$ cat src/sv/mmh_pkg.sv
// package: constants, microcode control word and program table of the murmur64a hash engine
package mmh_pkg;

  localparam logic [63:0] MixMult  = 64'hc6a4a7935bd1e995;
  localparam int unsigned MixShift = 47;
  localparam logic [63:0] SeedReset = 64'd76493;

  localparam int unsigned PcWidth = 5;

  // program labels
  localparam logic [PcWidth-1:0] PcIdle     = 5'd0;
  localparam logic [PcWidth-1:0] PcDispatch = 5'd6;
  localparam logic [PcWidth-1:0] PcMulHash  = 5'd17;
  localparam logic [PcWidth-1:0] PcLastChk  = 5'd21;

  // multiplier operand register source
  typedef enum logic [2:0] {
    X_HOLD,
    X_LEN,
    X_WORD,
    X_TAIL,
    X_ACC_XS,
    X_H_XOR_ACC,
    X_H_XS
  } x_sel_e;

  // one partial product pass of the 64x64 low-half multiply by the constant
  typedef enum logic [1:0] {
    MUL_NONE,
    MUL_LO,
    MUL_X1,
    MUL_X2
  } mul_op_e;

  typedef enum logic [1:0] {
    H_HOLD,
    H_SEED_ACC,
    H_ACC
  } h_sel_e;

  typedef enum logic [2:0] {
    J_NEXT,
    J_WAIT_IN,
    J_NOT_FIRST,
    J_NO_BYTES,
    J_TAIL,
    J_NOT_LAST,
    J_EMIT
  } jump_e;

  typedef struct packed {
    x_sel_e              x_sel;
    mul_op_e             mul_op;
    h_sel_e              h_sel;
    jump_e               jump;
    logic [PcWidth-1:0]  target;
  } ctrl_t;

  function automatic ctrl_t uword(input x_sel_e x, input mul_op_e m, input h_sel_e h,
                                  input jump_e j, input logic [PcWidth-1:0] t);
    ctrl_t c;
    c.x_sel  = x;
    c.mul_op = m;
    c.h_sel  = h;
    c.jump   = j;
    c.target = t;
    return c;
  endfunction

  // program rom
  function automatic ctrl_t ucode(input logic [PcWidth-1:0] pc);
    ctrl_t c;
    case (pc)
      5'd0:  c = uword(X_HOLD,      MUL_NONE, H_HOLD,     J_WAIT_IN,   PcIdle);
      5'd1:  c = uword(X_LEN,       MUL_NONE, H_HOLD,     J_NOT_FIRST, PcDispatch);
      5'd2:  c = uword(X_HOLD,      MUL_LO,   H_HOLD,     J_NEXT,      PcIdle);
      5'd3:  c = uword(X_HOLD,      MUL_X1,   H_HOLD,     J_NEXT,      PcIdle);
      5'd4:  c = uword(X_HOLD,      MUL_X2,   H_HOLD,     J_NEXT,      PcIdle);
      5'd5:  c = uword(X_HOLD,      MUL_NONE, H_SEED_ACC, J_NEXT,      PcIdle);
      5'd6:  c = uword(X_HOLD,      MUL_NONE, H_HOLD,     J_NO_BYTES,  PcLastChk);
      5'd7:  c = uword(X_TAIL,      MUL_NONE, H_HOLD,     J_TAIL,      PcMulHash);
      5'd8:  c = uword(X_WORD,      MUL_NONE, H_HOLD,     J_NEXT,      PcIdle);
      5'd9:  c = uword(X_HOLD,      MUL_LO,   H_HOLD,     J_NEXT,      PcIdle);
      5'd10: c = uword(X_HOLD,      MUL_X1,   H_HOLD,     J_NEXT,      PcIdle);
      5'd11: c = uword(X_HOLD,      MUL_X2,   H_HOLD,     J_NEXT,      PcIdle);
      5'd12: c = uword(X_ACC_XS,    MUL_NONE, H_HOLD,     J_NEXT,      PcIdle);
      5'd13: c = uword(X_HOLD,      MUL_LO,   H_HOLD,     J_NEXT,      PcIdle);
      5'd14: c = uword(X_HOLD,      MUL_X1,   H_HOLD,     J_NEXT,      PcIdle);
      5'd15: c = uword(X_HOLD,      MUL_X2,   H_HOLD,     J_NEXT,      PcIdle);
      5'd16: c = uword(X_H_XOR_ACC, MUL_NONE, H_HOLD,     J_NEXT,      PcIdle);
      5'd17: c = uword(X_HOLD,      MUL_LO,   H_HOLD,     J_NEXT,      PcIdle);
      5'd18: c = uword(X_HOLD,      MUL_X1,   H_HOLD,     J_NEXT,      PcIdle);
      5'd19: c = uword(X_HOLD,      MUL_X2,   H_HOLD,     J_NEXT,      PcIdle);
      5'd20: c = uword(X_HOLD,      MUL_NONE, H_ACC,      J_NEXT,      PcIdle);
      5'd21: c = uword(X_H_XS,      MUL_NONE, H_HOLD,     J_NOT_LAST,  PcIdle);
      5'd22: c = uword(X_HOLD,      MUL_LO,   H_HOLD,     J_NEXT,      PcIdle);
      5'd23: c = uword(X_HOLD,      MUL_X1,   H_HOLD,     J_NEXT,      PcIdle);
      5'd24: c = uword(X_HOLD,      MUL_X2,   H_HOLD,     J_NEXT,      PcIdle);
      5'd25: c = uword(X_HOLD,      MUL_NONE, H_HOLD,     J_EMIT,      PcIdle);
      default: c = uword(X_HOLD,    MUL_NONE, H_HOLD,     J_NEXT,      PcIdle);
    endcase
    return c;
  endfunction

  // keep the low nb bytes of a word
  function automatic logic [63:0] byte_mask(input logic [2:0] nb);
    logic [63:0] m;
    m = '0;
    for (int i = 0; i < 8; i++) begin
      if (3'(i) < nb) begin
        m[i*8 +: 8] = 8'hff;
      end
    end
    return m;
  endfunction

  function automatic logic [63:0] xor_shift(input logic [63:0] v);
    return v ^ (v >> MixShift);
  endfunction

endpackage

$ cat src/sv/mmh_mul.sv
// multiply unit: low 64 bits of operand times the mix constant, one 32x32 pass per step
module mmh_mul (
  input  logic              clk_i,
  input  logic              rst_ni,
  input  mmh_pkg::mul_op_e  mul_op_i,
  input  logic [63:0]       x_i,
  output logic [63:0]       acc_o
);

  logic [63:0] acc_q, acc_d;
  logic [31:0] a_op, b_op;
  logic [63:0] prod;

  assign a_op = (mul_op_i == mmh_pkg::MUL_X1) ? x_i[63:32] : x_i[31:0];
  assign b_op = (mul_op_i == mmh_pkg::MUL_X2) ? mmh_pkg::MixMult[63:32]
                                               : mmh_pkg::MixMult[31:0];
  assign prod = 64'(a_op) * 64'(b_op);

  always_comb begin
    acc_d = acc_q;
    case (mul_op_i)
      mmh_pkg::MUL_LO: acc_d = prod;
      mmh_pkg::MUL_X1,
      mmh_pkg::MUL_X2: acc_d = {acc_q[63:32] + prod[31:0], acc_q[31:0]};
      default:         acc_d = acc_q;
    endcase
  end

  always_ff @(posedge clk_i or negedge rst_ni) begin
    if (!rst_ni) begin
      acc_q <= '0;
    end else begin
      acc_q <= acc_d;
    end
  end

  assign acc_o = acc_q;

endmodule

$ cat src/sv/murmur64a_hash_engine_unit.sv
// top level: microcoded murmurhash2 64a engine with seed register and output register
//
// usage
// - input channel: one transfer per 64-bit little-endian message word with its valid
//   byte count and first/last marks; total_length is taken on the first word only
// - a first word seeds the hash with hash_seed ^ (total_length * mix constant)
// - a word with 8 (or more) valid bytes is mixed in fully, 1 to 7 bytes as a masked tail,
//   zero bytes mixes nothing; a last word runs the final mix and produces one hash_value
// - hash_seed is written through cfg_we_i / cfg_wdata_i; the user keeps such writes to
//   times while the engine is idle, which the block itself does not enforce
// - one word at a time: a new word is taken only once the sequencer is back at idle
// - the pace is set by the one 32x32 multiplier: every 64-bit multiply by the
//   constant is three passes of it, stepped by the microcode rom
// - the result sits in an output register; a stalled result holds, and the engine keeps
//   taking words meanwhile; only the next final mix waits for the register to free up
// - reset: sequencer idle, output empty, running hash zero, hash_seed back to 76493
module murmur64a_hash_engine_unit (
  input  logic        clk_i,
  input  logic        rst_ni,
  // configuration
  input  logic        cfg_we_i,
  input  logic [63:0] cfg_wdata_i,
  // input channel
  input  logic        in_valid_i,
  output logic        in_stall_o,
  input  logic [63:0] data_word_i,
  input  logic [3:0]  valid_bytes_i,
  input  logic        first_word_i,
  input  logic        last_word_i,
  input  logic [30:0] total_length_i,
  // output channel
  output logic        out_valid_o,
  input  logic        out_stall_i,
  output logic [63:0] hash_value_o
);

  localparam int unsigned PcW = mmh_pkg::PcWidth;

  // sequencer
  logic [PcW-1:0] pc_q, pc_d;
  mmh_pkg::ctrl_t ctrl;

  // configuration
  logic [63:0] seed_q;

  // latched item
  logic [63:0] word_q;
  logic [3:0]  nb_q;
  logic        first_q, last_q;
  logic [30:0] len_q;

  // datapath
  logic [63:0] x_q, x_d;
  logic [63:0] h_q, h_d;
  logic [63:0] acc;

  // result register
  logic        out_valid_q, out_valid_d;
  logic [63:0] out_hash_q, out_hash_d;

  logic in_xfer, out_xfer, emit;

  assign ctrl       = mmh_pkg::ucode(pc_q);
  assign in_stall_o = (pc_q != mmh_pkg::PcIdle);
  assign in_xfer    = in_valid_i && !in_stall_o;
  assign out_xfer   = out_valid_q && !out_stall_i;
  // final hash may be written once the result register is free or draining
  assign emit       = (ctrl.jump == mmh_pkg::J_EMIT) && (!out_valid_q || !out_stall_i);

  mmh_mul u_mul (
    .clk_i    (clk_i),
    .rst_ni   (rst_ni),
    .mul_op_i (ctrl.mul_op),
    .x_i      (x_q),
    .acc_o    (acc)
  );

  // next step: fall through or take the conditional jump
  always_comb begin
    pc_d = pc_q + PcW'(1);
    case (ctrl.jump)
      mmh_pkg::J_NEXT:      pc_d = pc_q + PcW'(1);
      mmh_pkg::J_WAIT_IN:   pc_d = in_xfer ? pc_q + PcW'(1) : pc_q;
      mmh_pkg::J_NOT_FIRST: pc_d = !first_q ? ctrl.target : pc_q + PcW'(1);
      mmh_pkg::J_NO_BYTES:  pc_d = (nb_q == 4'd0) ? ctrl.target : pc_q + PcW'(1);
      // nonzero count below eight is a tail; counts of eight and up are full words
      mmh_pkg::J_TAIL:      pc_d = !nb_q[3] ? ctrl.target : pc_q + PcW'(1);
      mmh_pkg::J_NOT_LAST:  pc_d = !last_q ? ctrl.target : pc_q + PcW'(1);
      mmh_pkg::J_EMIT:      pc_d = emit ? ctrl.target : pc_q;
      default:              pc_d = mmh_pkg::PcIdle;
    endcase
  end

  // multiplier operand
  always_comb begin
    x_d = x_q;
    case (ctrl.x_sel)
      mmh_pkg::X_HOLD:      x_d = x_q;
      mmh_pkg::X_LEN:       x_d = {33'd0, len_q};
      mmh_pkg::X_WORD:      x_d = word_q;
      mmh_pkg::X_TAIL:      x_d = h_q ^ (word_q & mmh_pkg::byte_mask(nb_q[2:0]));
      mmh_pkg::X_ACC_XS:    x_d = mmh_pkg::xor_shift(acc);
      mmh_pkg::X_H_XOR_ACC: x_d = h_q ^ acc;
      mmh_pkg::X_H_XS:      x_d = mmh_pkg::xor_shift(h_q);
      default:              x_d = x_q;
    endcase
  end

  // running hash
  always_comb begin
    h_d = h_q;
    case (ctrl.h_sel)
      mmh_pkg::H_SEED_ACC: h_d = seed_q ^ acc;
      mmh_pkg::H_ACC:      h_d = acc;
      default:             h_d = h_q;
    endcase
  end

  // result register: filled by the final mix, cleared on transfer
  always_comb begin
    out_valid_d = out_valid_q;
    out_hash_d  = out_hash_q;
    if (out_xfer) begin
      out_valid_d = 1'b0;
    end
    if (emit) begin
      out_valid_d = 1'b1;
      out_hash_d  = mmh_pkg::xor_shift(acc);
    end
  end

  always_ff @(posedge clk_i or negedge rst_ni) begin
    if (!rst_ni) begin
      pc_q        <= mmh_pkg::PcIdle;
      seed_q      <= mmh_pkg::SeedReset;
      h_q         <= '0;
      out_valid_q <= 1'b0;
    end else begin
      pc_q        <= pc_d;
      h_q         <= h_d;
      out_valid_q <= out_valid_d;
      if (cfg_we_i) begin
        seed_q <= cfg_wdata_i;
      end
    end
  end

  // payload registers
  always_ff @(posedge clk_i) begin
    x_q        <= x_d;
    out_hash_q <= out_hash_d;
    if (in_xfer) begin
      word_q  <= data_word_i;
      nb_q    <= valid_bytes_i;
      first_q <= first_word_i;
      last_q  <= last_word_i;
      len_q   <= total_length_i;
    end
  end

  assign out_valid_o  = out_valid_q;
  assign hash_value_o = out_hash_q;

endmodule

$ cat config.mk
export PLATFORM = sky130hd
export DESIGN_NAME = murmur64a_hash_engine_unit
export DESIGN_NICKNAME = d
export VERILOG_FILES = /design/src/sv/mmh_pkg.sv /design/src/sv/mmh_mul.sv /design/src/sv/murmur64a_hash_engine_unit.sv
export SDC_FILE = /design/constraint.sdc
export NUM_CORES = 2
export LEC_CHECK = 0
export BUFFER_PORTS_ARGS = -buffer_cell sky130_fd_sc_hd__buf_2
export CELL_PAD_IN_SITES_DETAIL_PLACEMENT = 0
export CELL_PAD_IN_SITES_GLOBAL_PLACEMENT = 2
export CORE_ASPECT_RATIO = 0.75
export CORE_MARGIN = 2
export CORE_UTILIZATION = 30
export DETAILED_ROUTE_END_ITERATION = 8
export PLACE_DENSITY_LB_ADDON = 0.2
export SYNTH_ARGS = -nofsm -noshare
export SYNTH_HDL_FRONTEND = slang
export SYNTH_SLANG_ARGS = --single-unit
$ cat constraint.sdc
create_clock -name clk_i -period 17.4 [get_ports clk_i]
set_clock_uncertainty 0.1 [all_clocks]
set_input_delay 3.48 -clock clk_i [delete_from_list [all_inputs] [get_ports clk_i]]
set_output_delay 3.48 -clock clk_i [all_outputs]
set_load 0.02 [all_outputs]
[Word level (Yosys, flattened, before mapping)]
Memory sizes are Yosys's and may differ from the RTL's.
Cells that the tools add are included.
Storage, ports and cells
  flip-flop bits (word level): 427
  ROM bits: 448
  bits of input ports: 170
  output and inout bits: 66
  word-level logic and storage cells: 98
  memories kept: 1
Memory list
  (no name shown): words 32, bits a word 14, rd ports 1, clocked after Yosys merged registers in 0, wr ports 0, line mmh_pkg.sv:73  | case (pc)
Operators by class
  add/subtract/negate cells: 2
  multiply operators: 1
  order comparisons: 8
  equal/unequal tests: 19
  mux-type cells: 30
  bitwise gates (word level): 7
  reduce and logical (&&, ||, !) cells: 17
Operator list (number)
  one-hot mux 64 bit (6 select lines): 1
  one-hot mux 64 bit (2 select lines): 2
  bitwise XOR 64 bit: 3
  two-way mux 8 bit: 16
  bitwise XOR 64 x 17 -> 64 bit: 2
  bitwise AND 64 bit: 1
  multiplier 32 x 32 -> 64 bit: 1
  two-way mux 32 bit: 2
  one-hot mux 5 bit (7 select lines): 1
  adder 32 bit: 1
  two-way mux 5 bit: 6
  equality test 3 bit, second input constant: 6
  equality test 3 x 2 -> 1 bit, second input constant: 4
  < comparator 3 bit, first input constant: 4
  equality test 2 bit, second input constant: 3
  equality test 3 x 1 -> 1 bit, second input constant: 2
  < comparator 1 x 3 -> 1 bit, first input constant: 2
  < comparator 2 x 3 -> 1 bit, first input constant: 2
  nonzero test 2 bit: 3
  nonzero test 6 bit: 1
  adder 5 x 1 -> 5 bit, second input constant: 1
  nonzero test 5 bit: 1
  equality test 2 x 1 -> 1 bit, second input constant: 2
  logical NOT 4 bit: 1
  other kinds (9): 16

[Depth between registers and ports, before layout]
  depth after elaboration: 6
  depth in mapped cells: 47
  gate-level depth less buffers: 45

[Hierarchy]
A second synthesis with hierarchy kept.
Unflattened totals
  cell total of the unflattened synthesis: 4359
  area, all modules: 45185.8 µm²
Modules (own cells, without submodules)
  mmh_mul: instances 1, cells each 2992, area each 28645.0 µm², sequential area each 1601.5 µm²
  murmur64a_hash_engine_unit: instances 1, cells each 1367, area each 16540.9 µm², sequential area each 10241.1 µm²

[Worst setup path after synthesis]
Ideal clock, no wire load.
  kind: reg2reg
  start point: register pc_q[0]
  end point: register u_mul.acc_q[61], in the netlist u_mul.acc_o[61]
  library setup time: 0.124 ns
  arrival time: 10.039 ns
  required time: 17.176 ns
  setup slack: 7.137 ns
  cell stages (with the launch flop): 41
  buffers on the path: 3
  period minus slack after synthesis: 10.263 ns
  path through: dfrtp_1 -> inv_1 -> ha_1 -> mux2_1 -> mux4_2 -> nand2_4 -> buf_6 -> buf_4 -> mux2_2 -> nand2_1 -> inv_1 -> ha_1 -> fa_1 -> inv_1 -> fa_1 -> fa_1 -> inv_1 -> fa_1 -> [... 5 more ...] -> ha_1 -> clkbuf_2 -> nand4_1 -> nor3_1 -> inv_1 -> a2111oi_2 -> or3_1 -> xor2_1 -> ha_1 -> a21o_1 -> nand2_1 -> o21ai_0 -> nor4_1 -> a211oi_2 -> xor2_1 -> a22oi_1 -> nand3_1 -> a211o_1
On the way
  word-level cells in the longest chain between the ends: 6
  elaborated cells between the ends (all ways): 11
  classes of those cells: 1 x add/sub; 1 x mul; 3 x eq/ne; 3 x mux; 2 x reduce/logical; 1 x memory
Ends and longest elaborated chain
  start: declaration: line murmur64a_hash_engine_unit.sv:40  | logic [PcW-1:0] pc_q, pc_d;
  start signal: assignment: line murmur64a_hash_engine_unit.sv:134  | pc_q <= mmh_pkg::PcIdle;
  start signal: assignment: line murmur64a_hash_engine_unit.sv:139  | pc_q <= pc_d;
  memory read (32 x 14 bit) (*)
  equality test 2 bit (on tied branches): line mmh_mul.sv:14, mmh_mul.sv:21, mmh_mul.sv:15
  two-way mux 32 bit (on tied branches): line mmh_mul.sv:14, mmh_mul.sv:15
  multiplier 32 x 32 -> 64 bit: line mmh_mul.sv:17  | assign prod = 64'(a_op) * 64'(b_op);
  adder 32 bit: line mmh_mul.sv:24  | mmh_pkg::MUL_X2: acc_d = {acc_q[63:32] + prod[31:0], acc_q[31:0]};
  one-hot mux 64 bit (2 select lines): line mmh_mul.sv:21  | case (mul_op_i)
  end signal: assignment: line mmh_mul.sv:31  | acc_q <= '0;
  end signal: assignment: line mmh_mul.sv:33  | acc_q <= acc_d;
  end: declaration: line mmh_mul.sv:10  | logic [63:0] acc_q, acc_d;
Every way passes the cells marked *; elsewhere a longest branch is shown, timed or not. The select of a mux whose other input is x is not followed.
A chain may end at the register's enable or synchronous reset.

[Worst setup path after layout]
  start point: register pc_q[0]
  end point: register u_mul.acc_q[59], in the netlist u_mul.acc_o[59]
The elaborated chain is that of the path after synthesis.

==> flow_metrics.tcl <==
set metrics [dict create \
    status "finished clean" \
    ys.flop_type "edfxtp_1" \
    drt-total-wl_um 180000 \
    place_congestion 0.904 \
    synthTopCellsByArea "fa_1 (27%), edfxtp_1 (15%), ha_1 (12%), dfrtp_1 (10%), inv_1 (6.2%)" \
    hold_buffers 0 \
    drt-initial-drc-count 2678 \
    numCtsBuffers 39 \
    yosys_register_bits 427 \
    clockBufferDepth 3 \
    viasPerCell 5.04 \
    async_flop_share 0.464 \
    final_cell_mix "inv_1 (746), fa_1 (607), ha_1 (442)" \
    grt_max_degree 126 \
    drtPass1Iterations 6 \
    maxSlewViolCount 0 \
    grt-ovfl-total 0 \
    io_pins 236 \
    die_x_um 452 \
    yosysWarnings 0 \
    cap_violations 0 \
    fin_tns_setup_ns 0 \
    drc 0 \
    crit_slowest_cell "mux2i_1" \
    num_vias 33000 \
    required_ns 17.75 \
    cts_tree "done" \
    fin_crit_ns 13.09 \
    rows 123 \
    area_growth_pct 11.0 \
    rsz0062_at_grt "no" \
    worst-setup-path-type "register to register" \
    layout_commonest_cell "inv_1" \
    fin_nets 5748 \
    antenna_found_initial 8 \
    wl_per_cell_um 27.4 \
    holdPathStages 1 \
    relSlewSlack 0.298 \
    postCtsSetupBuffers 0 \
    grt_pass1_vias 34000 \
    syn_avg_cell_area_um2 10.3 \
    cp_slowest_stage_delay_ns 0.83 \
    tightestPinTransition_ns 1.05 \
    n_antenna_cell 0 \
    clk_latency_ns 0.59 \
    htree_num_levels 2 \
    antenna_left 0 \
    hold_viol 0 \
    yosysUniqueCellTypes 100 \
    hp-class "register to register" \
    grt_pass1_wl_um 258000 \
    core_mm2 0.150 \
    drive_gt1_frac 0.114 \
    ff2ff_path_depth 40 \
    clk_pin_slew_ns 0.08 \
    syn_area_mm2 0.0451 \
    synth-edff-count 229 \
    period_share 0.752 \
    port_buffers 235 \
    synth_top_area_cell "fa_1" \
    cts_root_buffer "clkbuf_16" \
    endpoint_kind "register" \
    dieArea_mm2 0.154 \
    crit_top_cell "ha_1" \
    clock-sinks 427 \
    post_cts_resized 0 \
    start_util 0.302 \
    path_max_fanout 33 \
    yosysSeqAreaShare 0.263 \
    timing.hold.ws_ns 0.411 \
    fmax_ghz 0.0764 \
    arrival_ns 13.44 \
    worstSetupStartpointType "register" \
    hpwl_um 149000 \
    synth_top_area_frac 0.269 \
    synth_cells 4376 \
    setup_viol 0 \
    dieHeight_um 340 \
    grt_use_total 0.235 \
    n_fill_cell 15500 \
]
==> sequential cells by signal, indices dropped and copies added, names as in the netlist <==
signal and flops:
h_q 64, nb_q 4, u_mul.acc_o 64, hash_value_o 64
seed_q 64, out_valid_o 1, word_q 64, last_q 1
x_q 64, pc_q 5, len_q 31, first_q 1
==> synth_stat cells, drive strengths merged (61+ instances only) <==
cell type and n:
a21o 73, mux2 79, fa 607, a21oi 280, dfrtp 189, xnor2 73, edfxtp 229, nand2 355
inv 754, clkbuf 144, nor2 228, a22oi 61, ha 442, o21ai 228, xor2 118
==> kinds of logic after synthesis <==
family          count (synthesis)  share of synthesized area
compound gates                849                      0.120
simple gates                  805                     0.0793
xor+xnor                      191                     0.0371
flops                         427                      0.263
other cells                     2                   0.000166
mux                           119                     0.0299
fa+ha+maj                    1049                      0.392
buf+inv                       934                     0.0789
==> path summary, 6_finish.rpt <==
| path | startpoint | endpoint | slack, ns |
|---|---|---|---|
| worst max register to register | pc_q[0] | u_mul.acc_o[59] | 4.31 |
| worst min-delay path | seed_q[17] | seed_q[17] | 0.41 |
| worst min register to register | seed_q[17] | seed_q[17] | 0.41 |
| worst max-delay path | pc_q[0] | u_mul.acc_o[59] | 4.31 |
| min in group asynchronous | rst_ni | seed_q[23] | 2.72 |
| max in group asynchronous | rst_ni | seed_q[37] | 13.15 |
==> critical path, delay by kind of cell (launching register included) <==
family / cells / cell delay [ns]
buffers and inverters: 6 / 1.17
AO/OA/AOI/OAI: 13 / 3.36
multiplexers: 1 / 0.83
XOR/XNOR: 1 / 0.64
adder cells (fa/ha/maj): 11 / 4.58
flip-flops: 1 / 0.57
AND/OR/NAND/NOR: 8 / 1.60
==> per-layer routing <==
layer	wire [um]	global-route usage
met3	13500	0.0574
met2	72500	0.324
met5	24	0
met1	90600	0.370
met4	3130	0.0369
==> through the flow <==
stage | util | setup WS (ns) | area [um2] | cells
after detailed placement | 0.325 | 4.44 | 48600 | 6488
after global placement | 0.325 | 4.62 | 48600 | 6488
after floorplan | - | 7.14 | 45100 | 4379
final | 0.335 | 4.31 | 50100 | 6560
after CTS | 0.335 | 4.40 | 50100 | 6560
after global routing | 0.335 | 3.66 | 50100 | 6560
==> area by class of cell <==
type / instances / area (um2) / share of cell area
clock buffer: 49 / 1040 / 0.0209
multi-input combinational: 3018 / 29900 / 0.596
clock inverter: 23 / 384 / 0.00767
tap: 2000 / 2500 / 0.0500
sequential: 427 / 11800 / 0.237
timing repair buffer: 288 / 1600 / 0.0319
inverter: 755 / 2840 / 0.0566
Power is left out: the tool's default activity adds up to more than one toggle a clock period on the data nets, which glitch-free logic cannot reach.
